## config.mk

```make
export PLATFORM = sky130hd
export DESIGN_NAME = kdtt_ctrl
export DESIGN_NICKNAME = d
export VERILOG_FILES = /design/src/kdtt_pkg.sv /design/src/kdtt_ctrl.sv
export SDC_FILE = /design/constraint.sdc
export NUM_CORES = 1
export LEC_CHECK = 0
export BUFFER_PORTS_ARGS = -buffer_cell sky130_fd_sc_hd__buf_4
export CAP_MARGIN = 20
export CORE_AREA = 2 2 39 41
export CTS_CLUSTER_SIZE = 14
export DETAILED_ROUTE_END_ITERATION = 10
export DIE_AREA = 0 0 41 43
export PLACE_DENSITY = 0.45
export SYNTH_ARGS = -nofsm -noshare
export SYNTH_HDL_FRONTEND = slang
export SYNTH_SLANG_ARGS = --single-unit
```

## constraint.sdc

```tcl
create_clock -name clk_i -period 2.15 [get_ports clk_i]
set_input_delay 0.1075 -clock clk_i [delete_from_list [all_inputs] [get_ports clk_i]]
set_output_delay 0.1075 -clock clk_i [all_outputs]
set_load 0.005 [all_outputs]
```

## src/kdtt_pkg.sv

```systemverilog
// ----------------------------------------------------------------------------
// kdtt_pkg
// Types, sizes and command codes shared by the keyed deadline timer table.
// ----------------------------------------------------------------------------
package kdtt_pkg;

  localparam int unsigned POOL_ENTRIES = 256;
  localparam int unsigned OWNER_COUNT  = 1024;
  localparam int unsigned KEY_BITS     = 12;

  localparam int unsigned OWNER_W = 10;
  localparam int unsigned KEY_W   = 12;
  localparam int unsigned TIME_W  = 32;
  localparam int unsigned IDX_W   = (POOL_ENTRIES > 1) ? $clog2(POOL_ENTRIES) : 1;
  localparam int unsigned CNT_W   = $clog2(POOL_ENTRIES + 1);

  typedef enum logic [3:0] {
    CMD_SET         = 4'd0,
    CMD_START       = 4'd1,
    CMD_GET         = 4'd2,
    CMD_DONE        = 4'd3,
    CMD_STRICT_DONE = 4'd4,
    CMD_EXISTS      = 4'd5,
    CMD_REMOVE      = 4'd6,
    CMD_CLEAR_OWNER = 4'd7,
    CMD_CLEAR_ALL   = 4'd8
  } cmd_e;

  typedef struct packed {
    logic [3:0]                cmd;
    logic [OWNER_W-1:0]        owner;
    logic [KEY_W-1:0]          timer_key;
    logic signed [TIME_W-1:0]  duration;
    logic signed [TIME_W-1:0]  now;
    logic                      release_when_done;
  } req_t;

  typedef struct packed {
    logic                      found;
    logic                      answer;
    logic signed [TIME_W-1:0]  deadline;
    logic                      pool_full;
  } rsp_t;

  typedef struct packed {
    logic [OWNER_W-1:0]        owner;
    logic [KEY_BITS-1:0]       key;
    logic signed [TIME_W-1:0]  deadline;
  } entry_t;

  // controller to datapath
  typedef struct packed {
    logic load;
    logic scan_en;
    logic commit;
  } ctl_t;

  // datapath to controller
  typedef struct packed {
    logic scan_done;
  } sts_t;

  // commands that walk the pool before committing
  function automatic logic cmd_needs_scan(input logic [3:0] c);
    case (c)
      CMD_SET, CMD_START, CMD_GET, CMD_DONE, CMD_STRICT_DONE,
      CMD_EXISTS, CMD_REMOVE, CMD_CLEAR_OWNER: return 1'b1;
      default: return 1'b0;
    endcase
  endfunction

endpackage

```

## src/kdtt_ctrl.sv

```systemverilog
// ----------------------------------------------------------------------------
// kdtt_ctrl
// Sequencer: accept an item, walk the pool where the command needs it, commit and hold the result.
// ----------------------------------------------------------------------------
module kdtt_ctrl import kdtt_pkg::*; (
  input  logic       clk_i,
  input  logic       rst_ni,
  input  logic       in_valid_i,
  output logic       in_ready_o,
  input  logic [3:0] in_cmd_i,
  output logic       out_valid_o,
  input  logic       out_ready_i,
  output ctl_t       ctl_o,
  input  sts_t       sts_i
);

  typedef enum logic [1:0] {
    ST_IDLE,
    ST_SCAN,
    ST_COMMIT
  } state_e;

  state_e state_q;
  logic   out_valid_q;
  logic   accept, out_free;

  assign in_ready_o = (state_q == ST_IDLE);
  assign accept     = in_valid_i && in_ready_o;
  // result register can take a new item this cycle
  assign out_free   = !out_valid_q || out_ready_i;

  assign ctl_o.load    = accept;
  assign ctl_o.scan_en = (state_q == ST_SCAN);
  assign ctl_o.commit  = (state_q == ST_COMMIT) && out_free;

  always_ff @(posedge clk_i or negedge rst_ni) begin
    if (!rst_ni) begin
      state_q     <= ST_IDLE;
      out_valid_q <= 1'b0;
    end else begin
      // a held result leaves on its handshake, a committed one takes its place
      out_valid_q <= ctl_o.commit || (out_valid_q && !out_ready_i);
      case (state_q)
        ST_IDLE: begin
          if (accept) begin
            state_q <= cmd_needs_scan(in_cmd_i) ? ST_SCAN : ST_COMMIT;
          end
        end
        ST_SCAN: begin
          if (sts_i.scan_done) begin
            state_q <= ST_COMMIT;
          end
        end
        ST_COMMIT: begin
          if (out_free) begin
            state_q <= ST_IDLE;
          end
        end
        default: begin
          state_q <= ST_IDLE;
        end
      endcase
    end
  end

  assign out_valid_o = out_valid_q;

endmodule

```

# Yosys cells after proc, flatten, opt, wreduce, memory -nomap -nowiden
# Index checks and enable logic that the tools add are counted.
# W data, S select, Z words.
# op_classes
eq_ne	5
muxes	8
n_reduce_logical	9
# ops
op	n
$mux W2	4
$pmux W2 S3	1
$ne A2 B1 Y1 const B	2
$logic_and A1 B1 Y1	3
$mux W1	3
$reduce_and A3 Y1	1
$eq A2 B1 Y1 const B	1
$eq A2 B2 Y1 const B	1
$logic_not A1 Y1	2
$logic_not A2 Y1	1
$logic_or A1 B1 Y1	2
$ne A2 B2 Y1 const B	1
# totals
regBits	3
in_bits	9
out_inout_bits	5
word_cells	24

# Longest topological paths before layout
# Gate-level depths: netlist of the first run.
# depth
word_depth	7
depth_mapped	3
mapped_depth_nobuf	2

# Least setup slack after synthesis of the first run
# OpenSTA, ideal clock, no wires.
# synth_timing
kind	reg2reg
from	register state_q[0]
to	register state_q[0]
setup_ps	77
arrival_ps	883
setup_slack_ps	1190
path_stages_with_launch	3
n_path_buf	0
period_less_slack_ps	960
path_cell_list	dfrtp_1 or3b_1 a21oi_1
# synth_between
elab_chain_len	4
# synth_lines
element	line_no	rtl
from (decl)	kdtt_ctrl.sv:23	state_e state_q;
from (signal assigned)	kdtt_ctrl.sv:46	state_q <= cmd_needs_scan(in_cmd_i) ? ST_SCAN : ST_COMMIT;
$logic_not A2 Y1	kdtt_ctrl.sv:27, kdtt_ctrl.sv:43	
$logic_and A1 B1 Y1	kdtt_ctrl.sv:28	assign accept = in_valid_i && in_ready_o;
$ne A2 B1 Y1 (no line)	n/a	
$reduce_and A3 Y1 (no line)	n/a	
# Several ways; a longest one is shown, not always the timed one.
# A chain may end at the register's enable or synchronous reset.

==> results.py, run 1 <==
metrics = {
    "floorplanning": {
        "die_x_um": 41,
        "core_mm2": 0.00138,
        "start_util_pct": 12.2,
        "die_area_mm2": 0.00176,
        "pin_count": 14,
        "die_h_um": 43,
        "num_rows": 14,
    },
    "worst_hold_path": {
        "worstHoldPathCells": 3,
        "holdCritPathClass": "in -> reg",
        "whs_endpoint": "state_q[0]",
        "hp-start": "sts_i",
    },
    "power": {
        "max-vdd-ir-drop_mv": 0.319,
        "p_comb_share_pct": 32.6,
        "p_sw_uw": 80.5,
        "power_frac_seq_pct": 31.0,
        "pwr-share-clk_pct": 36.3,
        "swShare_pct": 28.7,
        "p_int_uw": 200,
        "power.leakage_uw": 0.000137,
        "power.total_uw": 280,
        "powerDensity_mw_per_mm2": 957,
    },
    "worst_setup_path": {
        "start_kind": "flop",
        "ff2ff_path_depth": 2,
        "end_kind": "output pin",
        "worstSetupPathType": "reg -> out",
        "worstReg2RegStart": "state_q[0]",
        "cp.arrival_ns": 1.11,
        "r2r_end": "state_q[0]",
        "required_ns": 2.04,
        "crit_path_max_fanout": 7,
        "r2r_setup_slack_ns": 1.11,
    },
    "global_route": {
        "top_usage_layer": "met1",
        "gr-total-overflow": 0,
        "gr-usage-met3_pct": 7.85,
        "gr-usage-met1_pct": 8.47,
        "grt_pass1_vias": 170,
        "antenna_found_initial": 0,
        "grtUsageMet2_pct": 6.25,
        "grt_usage_pct": 6.75,
        "grt_max_degree": 8,
        "grt_pass1_wl_um": 690,
    },
    "drt": {
        "avgViaCountPerCell": 3.83,
        "drt_iter0_drc": 3,
        "postRouteAntennaNets": 0,
        "num_vias": 180,
        "drc": 0,
        "drt_pre_antenna_iters": 2,
        "wl_um": 417,
        "wl_per_cell_um": 8.87,
    },
    "place": {
        "gp_congestion": 0.634,
        "numPortBuffers": 10,
        "pre_cts_ws_ns": 1.12,
        "place_hpwl_um": 307,
        "dpl-instance-area_um2": 256,
    },
    "final_layout": {
        "syn_to_final_growth_pct": 73.3,
        "fin_nets": 41,
        "n_antenna_cell": 0,
        "layout-drive-gt1-share_pct": 41.9,
        "design_area_um2": 293,
    },
    "cts": {
        "cts_tree": "yes",
        "clock-sinks": 3,
        "clk_path_buf_depth": 2,
        "clkTransAtPathRegs_ns": 0.04,
        "clk_latency_ns": 0.24,
        "ctsHtreeMaxLevel": 1,
        "cts_buffers": 3,
        "clock-root-buffer": "clkbuf_4",
    },
    "logic_synthesis": {
        "netlist_instances": 17,
        "yosysSeqAreaShare_pct": 44.4,
        "synth_nets": 26,
        "netlist_area_um2": 169,
        "synth-seq-cells": 3,
        "ys_warn_count": 0,
        "ys_types": 13,
        "synth_area_per_cell_um2": 9.94,
    },
    "run_status": {
        "status": "completed",
    },
    "timing": {
        "finalSetupViolations": 0,
        "finClkSkew_ns": 0.00299,
        "rsz0062_at_grt": "false",
        "finalCriticalPeriod_ns": 1.22,
        "hold_violations": 0,
        "relSlewSlack_pct": 89.5,
        "maxSlewViolCount": 0,
        "worst_slack_ns": 0.929,
        "post-route-period-util_pct": 56.8,
        "tightest_slew_ns": 0.158,
        "fmax_mhz": 819,
        "tns_ns": 0,
    },
    "run": {
        "maxCapViolations": 0,
    },
}
-- cells in the final DEF, fill, tap and decap left out, drive strengths merged --
cell type / netlist / layout
nor2b: 2 / 2
nand2b: 2 / 2
nand3b: 1 / 1
or3b: 1 / 1
and2: 1 / 1
a21oi: 1 / 1
o211ai: 1 / 1
nand4bb: 1 / 1
or2b: 1 / 1
dlygate4sd3: 0 / 1
clkbuf: 0 / 4
dfrtp: 3 / 3
buf: 1 / 10
nor2: 1 / 1
nand2: 1 / 1
-- through the flow --
step	util [%]	instances	hold WS, ns
2_1_floorplan	-	17	-0.188
3_3_place_gp	18.5	42	-0.103
3_5_place_dp	18.5	42	-0.0990
4_1_cts	21.2	47	0.142
5_1_grt	21.2	47	0.163
6_report	21.2	47	0.150
-- sequential cells by signal, summed over array words and instances, names as in the netlist --
register     cells
state_q          2
out_valid_o      1
-- critical path: stages (launching register included) --
cell      delay, ns
dfrtp_1        0.41
nand2b_1       0.20
nor2b_1        0.14
buf_4          0.13
-- synthesized netlist by cell type --
master | number | area [um^2]
buf_4 | 1 | 7.51
and2_1 | 1 | 6.26
nand4bb_1 | 1 | 11.3
nand3b_1 | 1 | 7.51
o211ai_1 | 1 | 7.51
nand2_1 | 1 | 3.75
or2b_1 | 1 | 7.51
nor2b_1 | 2 | 12.5
or3b_1 | 1 | 8.76
a21oi_1 | 1 | 5.00
nand2b_1 | 2 | 12.5
dfrtp_1 | 3 | 75.1
nor2_1 | 1 | 3.75
-- worst max path at each step --
stage	start	endpoint	slack [ns]	cells after the start
2_1_floorplan	state_q[0]	state_q[0]	1.19	2
3_3_place_gp	state_q[0]	state_q[0]	1.15	2
3_5_place_dp	state_q[0]	state_q[0]	1.12	2
4_1_cts	state_q[0]	ctl_o[0]	0.92	3
5_1_grt	state_q[0]	ctl_o[0]	0.85	3
6_report	state_q[0]	ctl_o[0]	0.93	3
-- cell families after synthesis --
| family | share of synthesized area [%] |
|---|---|
| AO/OA/AOI/OAI | 7.41 |
| AND/OR/NAND/NOR | 43.7 |
| flip-flops | 44.4 |
| buffers and inverters | 4.45 |
-- metal layers --
| layer | vias up | routed length [um] | share of wire, % |
|---|---|---|---|
| li1 | 87 | - | - |
| met1 | 78 | 186 | 45 |
| met2 | 15 | 152 | 36 |
| met3 | 0 | 78 | 19 |
| met4 | 0 | 0 | 0 |
| met5 | - | 0 | 0 |
-- power groups by stage --
stage | sequential (uW) | clock (uW) | combinational (uW)
after floorplan | 85.1 | 0 | 43.5
after global placement | 85.7 | 0 | 88.6
after detailed placement | 87.0 | 0 | 89.9
after CTS | 86.4 | 105 | 92.9
after global routing | 90.2 | 112 | 101
final | 86.9 | 102 | 91.5
-- timing repair --
item	CTS	global route
gates resized for setup	0	0
hold endpoints to repair	3	0
setup buffers	0	0
hold buffers	1	0
-- area by class of cell --
cell class              instances  area, um^2
fillers                       152        1090
multi-input cells              13        86.3
repair buffers                 11        85.1
flip-flops and latches          3        75.1
clock buffers                   4        26.3
well taps                      16        20.0
Note: power is estimated with default switching activity, not from simulation.
==> inputs of run 2 (changes only) <==
Settings changed: PLACE_DENSITY 0.45 to 0.46.
Clock period 2.15 ns to 1 ns, I/O delays scaled along.
==> run 2 against run 1 <==
Net effect:
- the flow now finishes with violations (setup timing)
- worst setup slack worse by 1.1 ns
- hold slack got worse by 0.045 ns
- utilization increased by 5.9 points
- routed wire length increased by 31%
- sequential share of layout area is 4.9 points lower
- critical path depth grew 1
- non-clock buffer count rose by 5
- via count rose by 12%
- register-to-register slack got worse by 1.3 ns
- power rose to 2.7 times the previous value
- combinational power increased to 3.8 times the previous value
- clock power is 110% higher
- critical endpoint is now ctl_o[2]
==> results.py, run 2 (same netlist as run 1, synthesis figures left out) <==
metrics = {
    "run_status": {
        "status": "complete, but fails checks",
        "violations": "setup timing",
    },
    "floorplanning": {
        "pin_count": 14,
        "die_h_um": 43,
        "die_area_mm2": 0.00176,
        "start_util_pct": 12.2,
        "core_mm2": 0.00138,
        "die_x_um": 41,
        "num_rows": 14,
    },
    "drt": {
        "postRouteAntennaNets": 0,
        "num_vias": 201,
        "drt_iter0_drc": 3,
        "avgViaCountPerCell": 3.87,
        "drc": 0,
        "drt_pre_antenna_iters": 2,
        "wl_um": 545,
        "wl_per_cell_um": 10.5,
    },
    "cts": {
        "cts_buffers": 3,
        "clk_path_buf_depth": 2,
        "ctsHtreeMaxLevel": 1,
        "clkTransAtPathRegs_ns": 0.04,
        "cts_tree": "yes",
        "clk_latency_ns": 0.24,
        "clock-sinks": 3,
        "clock-root-buffer": "clkbuf_4",
    },
    "place": {
        "placed_cells": 43,
        "gp_congestion": 0.632,
        "numPortBuffers": 10,
    },
    "worst_hold_path": {
        "hp-start": "in_cmd_i[3]",
        "holdCritPathClass": "in -> reg",
        "worstHoldPathCells": 3,
        "whs_endpoint": "state_q[0]",
    },
    "global_route": {
        "grt_max_degree": 7,
        "grt_pass1_vias": 202,
        "grt_pass1_wl_um": 834,
        "gr-total-overflow": 0,
        "antenna_found_initial": 0,
        "grt_usage_pct": 7.86,
    },
    "worst_setup_path": {
        "r2r_setup_slack_ns": -0.14,
        "r2r_end": "state_q[0]",
        "crit_path_max_incr_delay_ns": 0.43,
        "required_ns": 0.95,
        "start_kind": "flop",
        "crit_path_frequent_cell": "buf_6",
        "crit_family": "flip-flops",
        "cp_num_cells": 4,
        "ff2ff_path_depth": 3,
        "end_kind": "output pin",
        "crit_path_max_fanout": 6,
        "worstReg2RegStart": "state_q[0]",
        "crit_slowest_cell": "dfrtp_2",
        "cp.arrival_ns": 1.09,
        "crit_buf_inv": 2,
        "worstSetupPathType": "reg -> out",
        "crit_chain": "buf_6, nor2_4, and2_4, buf_6",
    },
    "final_layout": {
        "fin_nets": 46,
        "syn_to_final_growth_pct": 121,
        "layout-drive-gt1-share_pct": 72.2,
        "mostFrequentLayoutCell": "buf_4",
        "mostFrequentLayoutCells": "11 x buf_4, 4 x buf_6, 3 x clkbuf_4",
        "n_fill_cell": 144,
        "n_antenna_cell": 0,
        "top_register": "state_q",
        "stdcell_count": 52,
        "largest_reg_flops": 2,
    },
    "timing": {
        "finClkSkew_ns": 0.00431,
        "post-route-period-util_pct": 114,
        "timing.hold.ws_ns": 0.105,
        "finalCriticalPeriod_ns": 1.14,
        "tightest_slew_ns": 0.171,
        "rsz0062_at_grt": "true",
        "fmax_mhz": 874,
        "relSlewSlack_pct": 88.6,
        "worst_slack_ns": -0.144,
        "finalSetupViolations": 4,
        "maxSlewViolCount": 0,
        "hold_violations": 0,
    },
    "power": {
        "max-vdd-ir-drop_mv": 1.06,
        "powerDensity_mw_per_mm2": 2050,
        "power.leakage_uw": 0.000173,
    },
    "run": {
        "maxCapViolations": 0,
    },
}
[run 2: power by group]
| group | leakage [uW] | internal (uW) | total (uW) | switching (uW) |
|---|---|---|---|---|
| Combinational | 0.000122 | 239 | 344 | 105 |
| Sequential | 0.0000358 | 158 | 206 | 47.8 |
| Clock | 0.0000150 | 150 | 218 | 68.0 |
| Total | 0.000173 | 547 | 768 | 221 |
[run 2: timing repair]
item	4_1_cts	5_1_grt
endpoints found under the hold margin	3	0
gates resized for setup	8	5
hold buffers	1	0
setup buffers	2	2
cloned	0	0
setup endpoints to repair	4	6
pin swaps	2	3
[run 2: final cells by class]
cell class / count / area [um^2] / share of cell area (%)
timing repair buffer: 16 / 138 / 36.8
tap: 16 / 20.0 / 5.35
sequential: 3 / 77.6 / 20.7
multi-input combinational: 13 / 113 / 30.1
clock buffer: 4 / 26.3 / 7.02
[run 2: stage by stage]
stage / instance area (um^2) / total power, uW / TNS, ns / util, % / worst slack [ns]
global placement: 264 / 385 / 0 / 19.1 / 0.0106
detailed placement: 264 / 393 / -0.0225 / 19.1 / -0.0225
global route: 374 / 828 / -0.717 / 27.0 / -0.196
CTS: 345 / 726 / -0.417 / 25.0 / -0.151
floorplan: 169 / 276 / 0 / - / 0.0395
finish: 374 / 768 / -0.489 / 27.0 / -0.144
[run 2: worst reg2reg max path, stage by stage, from the launching register on]
cell     delay, ns
dfrtp_2       0.43
buf_4         0.14
or3b_4        0.36
a21oi_2       0.13
[run 2: per-layer routing]
| metal | global-route usage [%] | vias to the layer above | wire (um) |
|---|---|---|---|
| li1 | - | 95 | - |
| met3 | 7.85 | 0 | 67 |
| met1 | 8.79 | 93 | 227 |
| met5 | 0 | - | 0 |
| met2 | 10.3 | 13 | 250 |
| met4 | 2.00 | 0 | 0 |
[run 2: how the worst max path moves through the flow]
| stage | startpoint | end | slack (ns) |
|---|---|---|---|
| 2_1_floorplan | state_q[0] | state_q[0] | 0.04 |
| 6_report | state_q[0] | ctl_o[2] | -0.14 |
| 4_1_cts | state_q[0] | ctl_o[2] | -0.15 |
| 5_1_grt | state_q[0] | ctl_o[2] | -0.20 |
| 3_5_place_dp | state_q[0] | state_q[0] | -0.02 |
| 3_3_place_gp | state_q[0] | state_q[0] | 0.01 |
==> inputs of run 3 (changes only) <==
Settings changed: PLACE_DENSITY 0.46 to not set, SETUP_SLACK_MARGIN set to 0.4.
==> run 3 against run 2 <==
Net effect:
- the flow still finishes with violations (setup timing)
- worst setup slack gained 0.038 ns
- critical path depth shrank 1
- clock power shrank 5%
- global-route usage shrank 1.1 points
- sequential share of layout area grew 2.0 points
- utilization shrank 2.4 points
- via count shrank 12%
- power shrank 11%
- critical path type is now reg -> reg
- critical endpoint is now state_q[0]
==> results.py, run 3 (same netlist as run 1, synthesis figures left out) <==
metrics = {
    "run_status": {
        "status": "complete, but fails checks",
        "violations": "setup timing",
    },
    "power": {
        "powerDensity_mw_per_mm2": 2000,
        "max-vdd-ir-drop_mv": 0.386,
        "power.leakage_uw": 0.000156,
    },
    "drt": {
        "wl_per_cell_um": 8.68,
        "num_vias": 176,
        "postRouteAntennaNets": 0,
        "wl_um": 434,
        "drt_pre_antenna_iters": 2,
        "avgViaCountPerCell": 3.52,
        "drt_iter0_drc": 1,
        "drc": 0,
    },
    "worst_setup_path": {
        "cp.arrival_ns": 1.25,
        "crit_path_max_fanout": 5,
        "worstReg2RegStart": "state_q[0]",
        "ff2ff_path_depth": 3,
        "crit_chain": "buf_6, or3b_1, a21oi_1",
        "crit_path_max_incr_delay_ns": 0.43,
        "worstSetupPathType": "reg -> reg",
        "r2r_end": "state_q[0]",
        "start_kind": "flop",
        "r2r_setup_slack_ns": -0.11,
        "crit_buf_inv": 1,
        "required_ns": 1.15,
        "crit_family": "flip-flops",
        "crit_slowest_cell": "dfrtp_2",
        "end_kind": "flop",
    },
    "timing": {
        "worst_slack_ns": -0.105,
        "post-route-period-util_pct": 111,
        "finalCriticalPeriod_ns": 1.11,
        "rsz0062_at_grt": "true",
        "tightest_slew_ns": 0.147,
        "fmax_mhz": 905,
        "finalSetupViolations": 3,
        "maxSlewViolCount": 0,
        "relSlewSlack_pct": 90.2,
        "hold_violations": 0,
        "tns_ns": -0.270,
        "finClkSkew_ns": 0.00318,
    },
    "final_layout": {
        "syn_to_final_growth_pct": 102,
        "mostFrequentLayoutCell": "buf_4",
        "n_fill_cell": 156,
        "mostFrequentLayoutCells": "10 x buf_4, 3 x clkbuf_4, 3 x buf_6",
        "layout-drive-gt1-share_pct": 61.8,
        "n_antenna_cell": 0,
        "fin_nets": 44,
        "top_register": "state_q",
        "design_area_um2": 342,
        "largest_reg_flops": 2,
        "stdcell_count": 50,
    },
    "floorplanning": {
        "num_rows": 14,
        "die_x_um": 41,
        "pin_count": 14,
        "core_mm2": 0.00138,
        "die_area_mm2": 0.00176,
        "die_h_um": 43,
        "start_util_pct": 12.2,
    },
    "worst_hold_path": {
        "whs_endpoint": "state_q[0]",
        "holdCritPathClass": "in -> reg",
        "worstHoldPathCells": 3,
        "hp-start": "sts_i",
    },
    "cts": {
        "clk_latency_ns": 0.23,
        "cts_tree": "yes",
        "clk_path_buf_depth": 2,
        "clock-sinks": 3,
        "clock-root-buffer": "clkbuf_4",
        "clkTransAtPathRegs_ns": 0.04,
        "ctsHtreeMaxLevel": 1,
        "cts_buffers": 3,
    },
    "global_route": {
        "gr-total-overflow": 0,
        "grt_usage_pct": 6.73,
        "grt_pass1_wl_um": 745,
        "grt_pass1_vias": 212,
        "grt_max_degree": 7,
        "antenna_found_initial": 0,
    },
    "run": {
        "maxCapViolations": 0,
    },
    "place": {
        "pre_cts_ws_ns": 0.0137,
        "gp_congestion": 0.586,
        "dpl-instance-area_um2": 256,
        "numPortBuffers": 10,
        "placed_cells": 42,
    },
}
==> run 3: area by class of cell <==
cell class / count / area [um^2] / share of cell area, %
well taps: 16 / 20.0 / 5.86
flip-flops and latches: 3 / 77.6 / 22.7
repair buffers: 14 / 119 / 34.8
clock buffers: 4 / 26.3 / 7.69
multi-input cells: 13 / 98.8 / 28.9
==> run 3: tightest hold or removal path, stage by stage <==
cell,delay (ns)
buf_4,0.08
or2b_1,0.08
a21oi_1,0.06
==> run 3: power by group <==
| part | switching, uW | internal (uW) |
|---|---|---|
| registers | 45.7 | 158 |
| logic | 83.7 | 189 |
| clock network | 58.3 | 149 |
| total | 188 | 496 |
==> run 3: per-layer routing <==
layer | vias to the layer above | share of wire [%] | GRT usage (%)
li1 | 90 | - | -
met1 | 80 | 39 | 6.43
met2 | 6 | 54 | 10.0
met3 | 0 | 6.9 | 1.57
met4 | 0 | 0 | 8.00
met5 | - | 0 | 0
==> run 3: worst max-delay path by stage <==
| stage | from | endpoint | slack [ns] | cells after the start |
|---|---|---|---|---|
| after CTS | state_q[1] | ctl_o[2] | -0.11 | 3 |
| final | state_q[0] | state_q[0] | -0.11 | 3 |
| after detailed placement | state_q[0] | state_q[0] | 0.01 | 2 |
| after floorplan | state_q[0] | state_q[0] | 0.08 | 2 |
| after global routing | state_q[0] | state_q[0] | -0.15 | 3 |
| after global placement | state_q[0] | state_q[0] | 0.02 | 2 |
==> run 3: what timing repair did <==
| action | CTS | global route |
|---|---|---|
| pin swaps | 2 | 2 |
| endpoints found under the hold margin | 3 | 0 |
| hold buffers | 1 | 0 |
| setup endpoints to repair | 8 | 8 |
| gates resized for setup | 4 | 4 |
| setup buffers | 2 | 1 |
==> run 3: metrics by stage <==
stage / hold slack [ns] / utilization, % / total power, uW
after floorplan: -0.246 / - / 276
after global placement: -0.160 / 18.5 / 379
after detailed placement: -0.159 / 18.5 / 384
after CTS: 0.0874 / 23.4 / 657
after global routing: 0.0901 / 24.7 / 744
final: 0.0862 / 24.7 / 684
